[config.mk]
export PLATFORM = sky130hd
export DESIGN_NAME = lift_actuator_supervisor
export DESIGN_NICKNAME = d
export VERILOG_FILES = /design/src/rtl/las_pkg.sv /design/src/rtl/las_core.sv /design/src/rtl/lift_actuator_supervisor.sv
export SDC_FILE = /design/constraint.sdc
export NUM_CORES = 1
export LEC_CHECK = 0
export BUFFER_PORTS_ARGS = -buffer_cell sky130_fd_sc_hd__buf_2
export CAP_MARGIN = 30
export CORE_MARGIN = 5
export CORE_UTILIZATION = 35
export CTS_CLUSTER_SIZE = 8
export DETAILED_ROUTE_END_ITERATION = 6
export HOLD_SLACK_MARGIN = 0.1
export SLEW_MARGIN = 20
export SYNTH_ARGS = -nofsm -noshare
export SYNTH_HDL_FRONTEND = slang
export SYNTH_SLANG_ARGS = --single-unit
[constraint.sdc]
create_clock -name clk_i -period 3.7 [get_ports clk_i]
set_input_delay 0.185 -clock clk_i [delete_from_list [all_inputs] [get_ports clk_i]]
set_output_delay 0.185 -clock clk_i [all_outputs]
set_load 0.005 [all_outputs]
[src/rtl/las_pkg.sv]
// Shared types and codes of the lift actuator supervisor.
`timescale 1ns / 1ps

package las_pkg;

  // Beat kinds carried in the mode field; 4 to 7 are unrecognized commands.
  localparam logic [2:0] MODE_TICK = 3'd0;
  localparam logic [2:0] MODE_STOP = 3'd1;
  localparam logic [2:0] MODE_UP   = 3'd2;
  localparam logic [2:0] MODE_DOWN = 3'd3;

  // Motor commands.
  localparam logic [1:0] DRV_STOP = 2'd0;
  localparam logic [1:0] DRV_UP   = 2'd1;
  localparam logic [1:0] DRV_DOWN = 2'd2;

  // Configuration register indexes.
  localparam logic [1:0] CFG_MAX_UP   = 2'd0;
  localparam logic [1:0] CFG_MAX_DOWN = 2'd1;
  localparam logic [1:0] CFG_CMD_TO   = 2'd2;

  localparam logic [15:0] MAX_UP_RST   = 16'd10000;
  localparam logic [15:0] MAX_DOWN_RST = 16'd10000;
  localparam logic [15:0] CMD_TO_RST   = 16'd1000;

  typedef enum logic [2:0] {
    ST_IDLE        = 3'd0,
    ST_MOVING_UP   = 3'd1,
    ST_MOVING_DOWN = 3'd2,
    ST_AT_TOP      = 3'd3,
    ST_AT_BOTTOM   = 3'd4,
    ST_ERROR       = 3'd5
  } lift_state_e;

  typedef enum logic [2:0] {
    ERR_NONE           = 3'd0,
    ERR_LIMIT_CONFLICT = 3'd1,
    ERR_TOP_TIMEOUT    = 3'd2,
    ERR_BOTTOM_TIMEOUT = 3'd3,
    ERR_CMD_TIMEOUT    = 3'd4,
    ERR_INVALID        = 3'd5
  } lift_err_e;

  // One result beat as the core produces it.
  typedef struct packed {
    logic        moving;
    lift_err_e   error_code;
    lift_state_e lift_state;
    logic [1:0]  motor_drive;
  } las_res_t;

endpackage

[src/rtl/las_core.sv]
// Next-state and result logic of the lift supervisor for one beat.
`timescale 1ns / 1ps

module las_core #(
  parameter int CntW = 17
) (
  input  logic [2:0]              mode_i,
  input  logic                    upper_limit_i,
  input  logic                    lower_limit_i,
  input  las_pkg::lift_state_e    state_i,
  input  las_pkg::lift_err_e      err_i,
  input  logic [CntW-1:0]         motion_cnt_i,
  input  logic [CntW-1:0]         cmd_cnt_i,
  input  logic [15:0]             max_up_i,
  input  logic [15:0]             max_down_i,
  input  logic [15:0]             cmd_to_i,
  output las_pkg::lift_state_e    state_o,
  output las_pkg::lift_err_e      err_o,
  output logic [CntW-1:0]         motion_cnt_o,
  output logic [CntW-1:0]         cmd_cnt_o,
  output las_pkg::las_res_t       res_o
);
  import las_pkg::*;

  logic [CntW-1:0] motion_inc;
  logic [CntW-1:0] cmd_inc;
  logic [CntW-1:0] max_up_ext;
  logic [CntW-1:0] max_down_ext;
  logic [CntW-1:0] cmd_to_ext;
  logic            both_lim;
  logic            was_moving;
  logic            upward;
  logic            dir_lim;
  lift_state_e     target;

  // Both counters saturate at all ones.
  assign motion_inc = (&motion_cnt_i) ? motion_cnt_i : motion_cnt_i + 1'b1;
  assign cmd_inc    = (&cmd_cnt_i) ? cmd_cnt_i : cmd_cnt_i + 1'b1;

  assign max_up_ext   = {{(CntW-16){1'b0}}, max_up_i};
  assign max_down_ext = {{(CntW-16){1'b0}}, max_down_i};
  assign cmd_to_ext   = {{(CntW-16){1'b0}}, cmd_to_i};

  assign both_lim   = upper_limit_i & lower_limit_i;
  assign was_moving = (state_i == ST_MOVING_UP) || (state_i == ST_MOVING_DOWN);
  assign upward     = (mode_i == MODE_UP);
  assign dir_lim    = upward ? upper_limit_i : lower_limit_i;
  assign target     = upward ? ST_MOVING_UP : ST_MOVING_DOWN;

  always_comb begin
    state_o      = state_i;
    err_o        = err_i;
    motion_cnt_o = motion_cnt_i;
    cmd_cnt_o    = cmd_cnt_i;
    case (mode_i)
      MODE_TICK: begin
        motion_cnt_o = motion_inc;
        cmd_cnt_o    = cmd_inc;
        // Checks in priority order; the first one that fires wins.
        if (both_lim) begin
          state_o = ST_ERROR;
          err_o   = ERR_LIMIT_CONFLICT;
        end else if (state_i == ST_MOVING_UP && upper_limit_i) begin
          state_o = ST_AT_TOP;
          err_o   = ERR_NONE;
        end else if (state_i == ST_MOVING_DOWN && lower_limit_i) begin
          state_o = ST_AT_BOTTOM;
          err_o   = ERR_NONE;
        end else if (state_i == ST_MOVING_UP && motion_inc > max_up_ext) begin
          state_o = ST_ERROR;
          err_o   = ERR_TOP_TIMEOUT;
        end else if (state_i == ST_MOVING_DOWN && motion_inc > max_down_ext) begin
          state_o = ST_ERROR;
          err_o   = ERR_BOTTOM_TIMEOUT;
        end else if (was_moving && cmd_inc > cmd_to_ext) begin
          state_o = ST_ERROR;
          err_o   = ERR_CMD_TIMEOUT;
        end
      end
      MODE_STOP: begin
        motion_cnt_o = '0;
        cmd_cnt_o    = '0;
        state_o      = ST_IDLE;
        err_o        = ERR_NONE;
      end
      MODE_UP, MODE_DOWN: begin
        if (state_i != ST_ERROR) begin
          cmd_cnt_o = '0;
          if (both_lim) begin
            state_o = ST_ERROR;
            err_o   = ERR_LIMIT_CONFLICT;
          end else if (dir_lim) begin
            state_o = upward ? ST_AT_TOP : ST_AT_BOTTOM;
            err_o   = ERR_NONE;
          end else begin
            state_o = target;
            err_o   = ERR_NONE;
            // A repeated command in the same direction keeps the motion time.
            if (state_i != target) begin
              motion_cnt_o = '0;
            end
          end
        end
      end
      default: begin
        if (state_i != ST_ERROR) begin
          state_o = ST_ERROR;
          err_o   = ERR_INVALID;
        end
      end
    endcase
  end

  always_comb begin
    res_o.lift_state = state_o;
    res_o.error_code = err_o;
    res_o.moving     = (state_o == ST_MOVING_UP) || (state_o == ST_MOVING_DOWN);
    case (state_o)
      ST_MOVING_UP:   res_o.motor_drive = DRV_UP;
      ST_MOVING_DOWN: res_o.motor_drive = DRV_DOWN;
      default:        res_o.motor_drive = DRV_STOP;
    endcase
  end

endmodule

[src/rtl/lift_actuator_supervisor.sv]
// Top level of the lift actuator supervisor: beat registers, state and config.
//
//   Channel    Direction  Fields (lowest bit first)
//   s_axis     in         tdata: mode[2:0], upper_limit[3], lower_limit[4]
//   m_axis     out        tdata: motor_drive[1:0], lift_state[4:2],
//                                error_code[7:5], moving[8]
//   cfg        in         cfg_idx_i 0 max up time, 1 max down time,
//                         2 command timeout; 16-bit data
//
// Every input beat gives exactly one result beat. A beat is captured in the
// input register; when it moves on, the supervisor state is updated and the
// result is loaded into the output register in the same cycle, and one beat
// is taken per cycle while the output is not stalled. Reset puts the lift in
// idle with no error, clears both counters and loads the default limits. When
// the output is stalled the input register still takes one more beat before
// s_axis_tready drops.
`timescale 1ns / 1ps

module lift_actuator_supervisor #(
  parameter int COUNTER_BITS = 17
) (
  input  logic        clk_i,
  input  logic        rst_ni,
  input  logic        s_axis_tvalid,
  output logic        s_axis_tready,
  input  logic [7:0]  s_axis_tdata,   // mode[2:0], upper_limit[3], lower_limit[4]
  output logic        m_axis_tvalid,
  input  logic        m_axis_tready,
  output logic [15:0] m_axis_tdata,   // motor_drive[1:0], lift_state[4:2],
                                      // error_code[7:5], moving[8]
  input  logic        cfg_we_i,
  input  logic [1:0]  cfg_idx_i,
  input  logic [15:0] cfg_data_i
);
  import las_pkg::*;

  // Input beat register.
  logic       in_vld_q;
  logic [2:0] in_mode_q;
  logic       in_up_q;
  logic       in_lo_q;

  // Result register.
  logic     out_vld_q;
  las_res_t out_res_q;

  // Supervisor state.
  lift_state_e             state_q, state_d;
  lift_err_e               err_q, err_d;
  logic [COUNTER_BITS-1:0] motion_q, motion_d;
  logic [COUNTER_BITS-1:0] cmd_q, cmd_d;

  // Configuration.
  logic [15:0] max_up_q;
  logic [15:0] max_down_q;
  logic [15:0] cmd_to_q;

  las_res_t res_d;
  logic     adv;

  // The result register moves when it is empty or being drained; the input
  // register moves when it is empty or its beat is going on to the output.
  assign adv           = in_vld_q && (!out_vld_q || m_axis_tready);
  assign s_axis_tready = !in_vld_q || adv;

  las_core #(
    .CntW (COUNTER_BITS)
  ) u_core (
    .mode_i        (in_mode_q),
    .upper_limit_i (in_up_q),
    .lower_limit_i (in_lo_q),
    .state_i       (state_q),
    .err_i         (err_q),
    .motion_cnt_i  (motion_q),
    .cmd_cnt_i     (cmd_q),
    .max_up_i      (max_up_q),
    .max_down_i    (max_down_q),
    .cmd_to_i      (cmd_to_q),
    .state_o       (state_d),
    .err_o         (err_d),
    .motion_cnt_o  (motion_d),
    .cmd_cnt_o     (cmd_d),
    .res_o         (res_d)
  );

  always_ff @(posedge clk_i or negedge rst_ni) begin
    if (!rst_ni) begin
      in_vld_q <= 1'b0;
    end else if (s_axis_tready) begin
      in_vld_q <= s_axis_tvalid;
    end
  end

  always_ff @(posedge clk_i) begin
    if (s_axis_tready && s_axis_tvalid) begin
      in_mode_q <= s_axis_tdata[2:0];
      in_up_q   <= s_axis_tdata[3];
      in_lo_q   <= s_axis_tdata[4];
    end
  end

  always_ff @(posedge clk_i or negedge rst_ni) begin
    if (!rst_ni) begin
      out_vld_q <= 1'b0;
    end else if (adv) begin
      out_vld_q <= 1'b1;
    end else if (m_axis_tready) begin
      out_vld_q <= 1'b0;
    end
  end

  always_ff @(posedge clk_i) begin
    if (adv) begin
      out_res_q <= res_d;
    end
  end

  // The state only changes when a beat is committed to the result register.
  always_ff @(posedge clk_i or negedge rst_ni) begin
    if (!rst_ni) begin
      state_q  <= ST_IDLE;
      err_q    <= ERR_NONE;
      motion_q <= '0;
      cmd_q    <= '0;
    end else if (adv) begin
      state_q  <= state_d;
      err_q    <= err_d;
      motion_q <= motion_d;
      cmd_q    <= cmd_d;
    end
  end

  // Writes to an index past the last register are dropped.
  always_ff @(posedge clk_i or negedge rst_ni) begin
    if (!rst_ni) begin
      max_up_q   <= MAX_UP_RST;
      max_down_q <= MAX_DOWN_RST;
      cmd_to_q   <= CMD_TO_RST;
    end else if (cfg_we_i) begin
      case (cfg_idx_i)
        CFG_MAX_UP:   max_up_q   <= cfg_data_i;
        CFG_MAX_DOWN: max_down_q <= cfg_data_i;
        CFG_CMD_TO:   cmd_to_q   <= cfg_data_i;
        default:      ;
      endcase
    end
  end

  assign m_axis_tvalid = out_vld_q;
  assign m_axis_tdata  = {7'd0, out_res_q};

endmodule

======== After elaboration in Yosys (flattened, before gate mapping) ========
Cells that the tools add are included.
operators by class
  add/subtract/negate cells ............... 2
  multiply operators ...................... 0
  div/mod/pow operators ................... 0
  magnitude comparators ................... 3
  equal/unequal tests ..................... 15
  shift-type cells ........................ 0
  mux-type cells .......................... 36
  bitwise operators ....................... 1
  reductions and logical operators ........ 25
operators with widths
  cell                   number
  $mux 17                7
  $pmux 17 s3            2
  $mux 3                 19
  $gt 17x16->1           3
  $add 17x1->17 const B  2
  $reduce_and 17->1      2
  $pmux 3 s3             2
  $eq 3x2->1 const B     4
  $eq 3x1->1 const B     3
  $logic_and 1x1->1      7
  $reduce_and 2->1       3
  $reduce_and 6->1       1
  $logic_or 1x1->1       4
  $mux 1                 4
  $ne 2x1->1 const B     2
  $ne 2x2->1 const B     2
  $pmux 2 s2             1
  $logic_not 3->1        1
  $ne 3x3->1             1
  $ne 3x3->1 const B     1
  $reduce_and 3->1       1
  $reduce_bool 3->1      1
  $eq 2x1->1 const B     1
  $eq 2x2->1 const B     1
  other kinds (6)        7
storage, ports and cells
  register bits ........................... 104
  bits in latches ......................... 0
  memory bits (writable) .................. 0
  memory bits (read-only) ................. 0
  input port bits ......................... 31
  output and inout bits ................... 18
  logic and storage cells ................. 98
  memories ................................ 0

======== Logic depth before layout (Yosys ltp) ========
  depth after elaboration ................. 13
  mapped depth ............................ 18
  depth with buffers taken out ............ 17

======== Hierarchy ========
From an unflattened synthesis, not the netlist that was laid out.
unflattened totals
  cell total of the unflattened synthesis .. 666
  area, all modules ....................... 6867.8 µm²
by module, submodules not included
  module                    times used  cells an instance  area an instance (µm²)  seq. area each (µm²)
  lift_actuator_supervisor  1           217                3873.7                  2692.6
  las_core                  1           449                2994.1                  0.0

======== Least setup slack after synthesis ========
Ideal clock, no wire load.
  path kind ............................... reg2reg
  start point ............................. register motion_q[0]
  end point ............................... register state_q[2]
  library setup time ...................... 0.125 ns
  arrival time ............................ 3.906 ns
  required time ........................... 3.575 ns
  setup slack ............................. -0.331 ns
  cell stages (with the launch flop) ...... 17
  path buffers ............................ 0
  period minus slack after synthesis ...... 4.031 ns
  path through ............................ dfrtp_1 > ha_1 > nand4_1 > nor4_2 > a41o_1 > nor4_1 > and3_1 > xor2_1 > ha_1 > and3_1 > a221o_1 > a31oi_1 > a211oi_1 > nor3_2 > nand4_1 > a221o_1 > mux2_4
RTL lines
  element                   line                             text
  start: declaration        lift_actuator_supervisor.sv:50   logic [COUNTER_BITS-1:0] motion_q, motion_d;
  start signal: assignment  lift_actuator_supervisor.sv:128  motion_q <= motion_d;
  end signal: assignment    lift_actuator_supervisor.sv:126  state_q <= state_d;
  end: declaration          lift_actuator_supervisor.sv:48   lift_state_e state_q, state_d;

==> results.json <==
{
  "pwr_density_cell_nw_per_um2": 357,
  "p_leak_nw": 4.09,
  "cts-htree-levels": 3,
  "fin_crit_sh_pct": 111,
  "synthTopCellsByArea": "dfrtp_1 (29%), ha_1 (10%), dfstp_2 (6.7%), edfxtp_1 (6.7%), mux2_2 (6.5%)",
  "clkTransAtPathRegs_ns": 0.07,
  "status": "complete, but fails checks",
  "hold_ws_ns": 0.101,
  "syn_area_um2": 6280,
  "yosys.area.top_type": "dfrtp_1",
  "cts-root-buf": "clkbuf_16",
  "setup_viol": 15,
  "critPathKind": "flip-flop to flip-flop",
  "dieHeight_um": 144,
  "ant_nets": 0,
  "vias": 5406,
  "tightest_slew_ns": 0.886,
  "fillCellCount": 1652,
  "die_area_um2": 20700,
  "fin_skew_ns": 0.0142,
  "cp-end-kind": "flip-flop",
  "swShare_pct": 29.8,
  "grt_pass1_vias": 5246,
  "p_switching_uw": 913,
  "cap_viol_max_count": 0,
  "violations": "setup timing",
  "drv_slew": 0,
  "pre_cts_slack_ns": -0.471,
  "numCtsBuffers": 9,
  "pwr-share-comb_pct": 23.4,
  "area_growth_pct": 36.6,
  "hp-class": "input port to flip-flop",
  "antenna_found_initial": 0,
  "clk_latency_ns": 0.36,
  "fin_ws_ns": -0.400,
  "num_rows": 49,
  "grt_usage_pct": 16.4,
  "hold_viol": 0,
  "gp_congestion": 0.838,
  "p_clk_share_pct": 30.7,
  "rsz0062_at_grt": "true",
  "fmax_ghz": 0.244,
  "first_iter_violations": 221,
  "cts_tree": "yes",
  "synth_flop_cell": "dfrtp_1",
  "rr_worst_depth": 17,
  "final_common_cell": "buf_4",
  "clockBufferDepth": 2,
  "vdd_drop_max_v": 0.000314,
  "worstPathRequired_ns": 3.82,
  "final_nets": 909,
  "synth_cells": 655,
  "start_util_pct": 35.2,
  "min_to": "max_up_q[6]",
  "dr.pass1.iters": 5,
  "cts_sinks": 104,
  "ff2ff_setup_slack_ns": -0.40,
  "dieWidth_um": 144,
  "finalCriticalPeriod_ns": 4.10,
  "wl_per_cell_um": 15.7,
  "core_um2": 17800,
  "worstReg2RegStart": "motion_q[1]",
  "diodes": 0,
  "min_path_cells": 3,
  "fin_util_pct": 48.1,
  "port_buffers": 38,
  "grt-ovfl-total": 0,
  "drc": 0,
  "path_max_fanout": 4,
  "ioPinCount": 49,
  "via_per_inst": 5.09,
  "r2r-end": "m_axis_tdata[4]",
  "min-delay-start": "cfg_data_i[6]",
  "synth_edf_count": 14,
  "wirelength_mm": 16.6,
  "grt_first_pass_wirelength_mm": 27.0,
  "relSlewSlack_pct": 40.8,
  "power.internal_mw": 2.15,
  "drive_gt1_share_pct": 36.0,
  "final_cell_mix": "buf_4 (121), dfrtp_1 (74), nand2_1 (65)",
  "yosysSeqAreaShare_pct": 42.9,
  "grt_max_degree": 68,
  "async_flop_share_pct": 86.5,
  "setup_tns_ns": -3.24,
  "ys_ff_latch": 104,
  "p_seq_share_pct": 45.9,
  "synth_top_area_share_pct": 29.5,
  "syn_avg_cell_area_um2": 9.59,
  "dp_hpwl_mm": 12.0,
  "cp_data_arrival_time_ns": 4.22,
  "synthDistinctLibCells": 64,
  "start_kind": "flip-flop",
  "yosysWarnings": 0
}
## critical path, stage by stage, from the launching register on
cell,delay (ns)
dfrtp_1,0.39
ha_2,0.19
nand4_1,0.14
nor4_4,0.07
a41o_1,0.26
nor4_4,0.25
and3_4,0.26
xor2_4,0.21
ha_4,0.23
and3_4,0.14
a221o_1,0.31
a31oi_1,0.19
buf_4,0.17
a211oi_4,0.05
nor3_2,0.31
nand4_1,0.14
a221o_1,0.38
buf_4,0.16
## metal layers
metal,track usage [%],up-vias,wire [µm]
li1,-,2653,-
met1,23.3,2621,8000
met2,25.7,106,7690
met3,2.81,26,644
met4,5.00,0,285
met5,0,-,0
## logic make-up (layout without fill, tap and decap cells)
family          after synthesis  count (layout)  share of synthesized area, %
xor+xnor                     27              27                          3.76
simple gates                205             205                          16.0
mux                          37              37                          6.69
buf+inv                      85             257                          5.54
other cells                   1               7                        0.0597
flops                       104             104                          42.9
compound gates              146             146                          15.1
fa+ha+maj                    50              50                          9.96
## worst max-delay path by stage
stage	startpoint	end	cells past startpoint
finish	motion_q[1]	m_axis_tdata[4]	17
global route	motion_q[1]	m_axis_tdata[4]	17
CTS	motion_q[1]	state_q[2]	17
detailed placement	motion_q[0]	m_axis_tdata[8]	19
global placement	motion_q[0]	state_q[2]	16
floorplan	motion_q[0]	state_q[2]	17
## state kept, by name, indices dropped and copies added (netlist names)
name           cells
in_mode_q          3
max_down_q        16
max_up_q          16
in_up_q            1
m_axis_tdata       9
in_lo_q            1
motion_q          17
in_vld_q           1
cmd_q             17
err_q              3
cmd_to_q          16
m_axis_tvalid      1
state_q            3
## cell type report
cell class	count	area (µm²)	area share (%)
clock buffers	12	246	2.87
clock inverters	4	37.5	0.437
inverters	57	214	2.49
multi-input cells	472	3730	43.4
flip-flops and latches	104	2690	31.4
well taps	229	287	3.34
repair buffers	184	1380	16.0
## cell usage after synthesis, types with 4 or more instances
library cell,instances
a211oi_1,4
a21o_1,8
a21oi_1,25
a22o_1,17
a31oi_1,7
and2_1,7
and3_1,14
buf_4,7
clkbuf_1,19
dfrtp_1,74
dfstp_2,16
edfxtp_1,14
ha_1,50
inv_1,56
mux2_2,36
nand2_1,68
nand3_1,18
nand3b_1,5
nand4_1,14
nor2_1,45
nor3_1,10
nor3b_1,4
o21ai_0,51
o21ai_1,5
o31ai_1,7
xnor2_1,13
xor2_1,14
## stage by stage
step / power, mW / cell area, µm² / std cells
2_1_floorplan: 1.80 / 6390 / 661
3_3_place_gp: 2.04 / 7570 / 1011
3_5_place_dp: 2.06 / 7570 / 1011
4_1_cts: 3.06 / 8320 / 1052
5_1_grt: 3.25 / 8580 / 1062
6_report: 3.06 / 8580 / 1062
## power groups by stage
stage / Clock (mW) / Combinational, mW / Sequential [mW]
2_1_floorplan: 0 / 0.404 / 1.40
3_3_place_gp: 0 / 0.626 / 1.42
5_1_grt: 1.01 / 0.814 / 1.42
6_report: 0.940 / 0.717 / 1.41
3_5_place_dp: 0 / 0.634 / 1.43
4_1_cts: 0.971 / 0.689 / 1.40
## timing repair
action                                  CTS  global route
resized for setup                        38            33
hold buffers                             20             0
setup buffers                             7            10
endpoints found under the setup margin   15            15
endpoints found under the hold margin    84             0
pin swaps                                18            32
No activity file was read; power rests on OpenSTA's default activity.
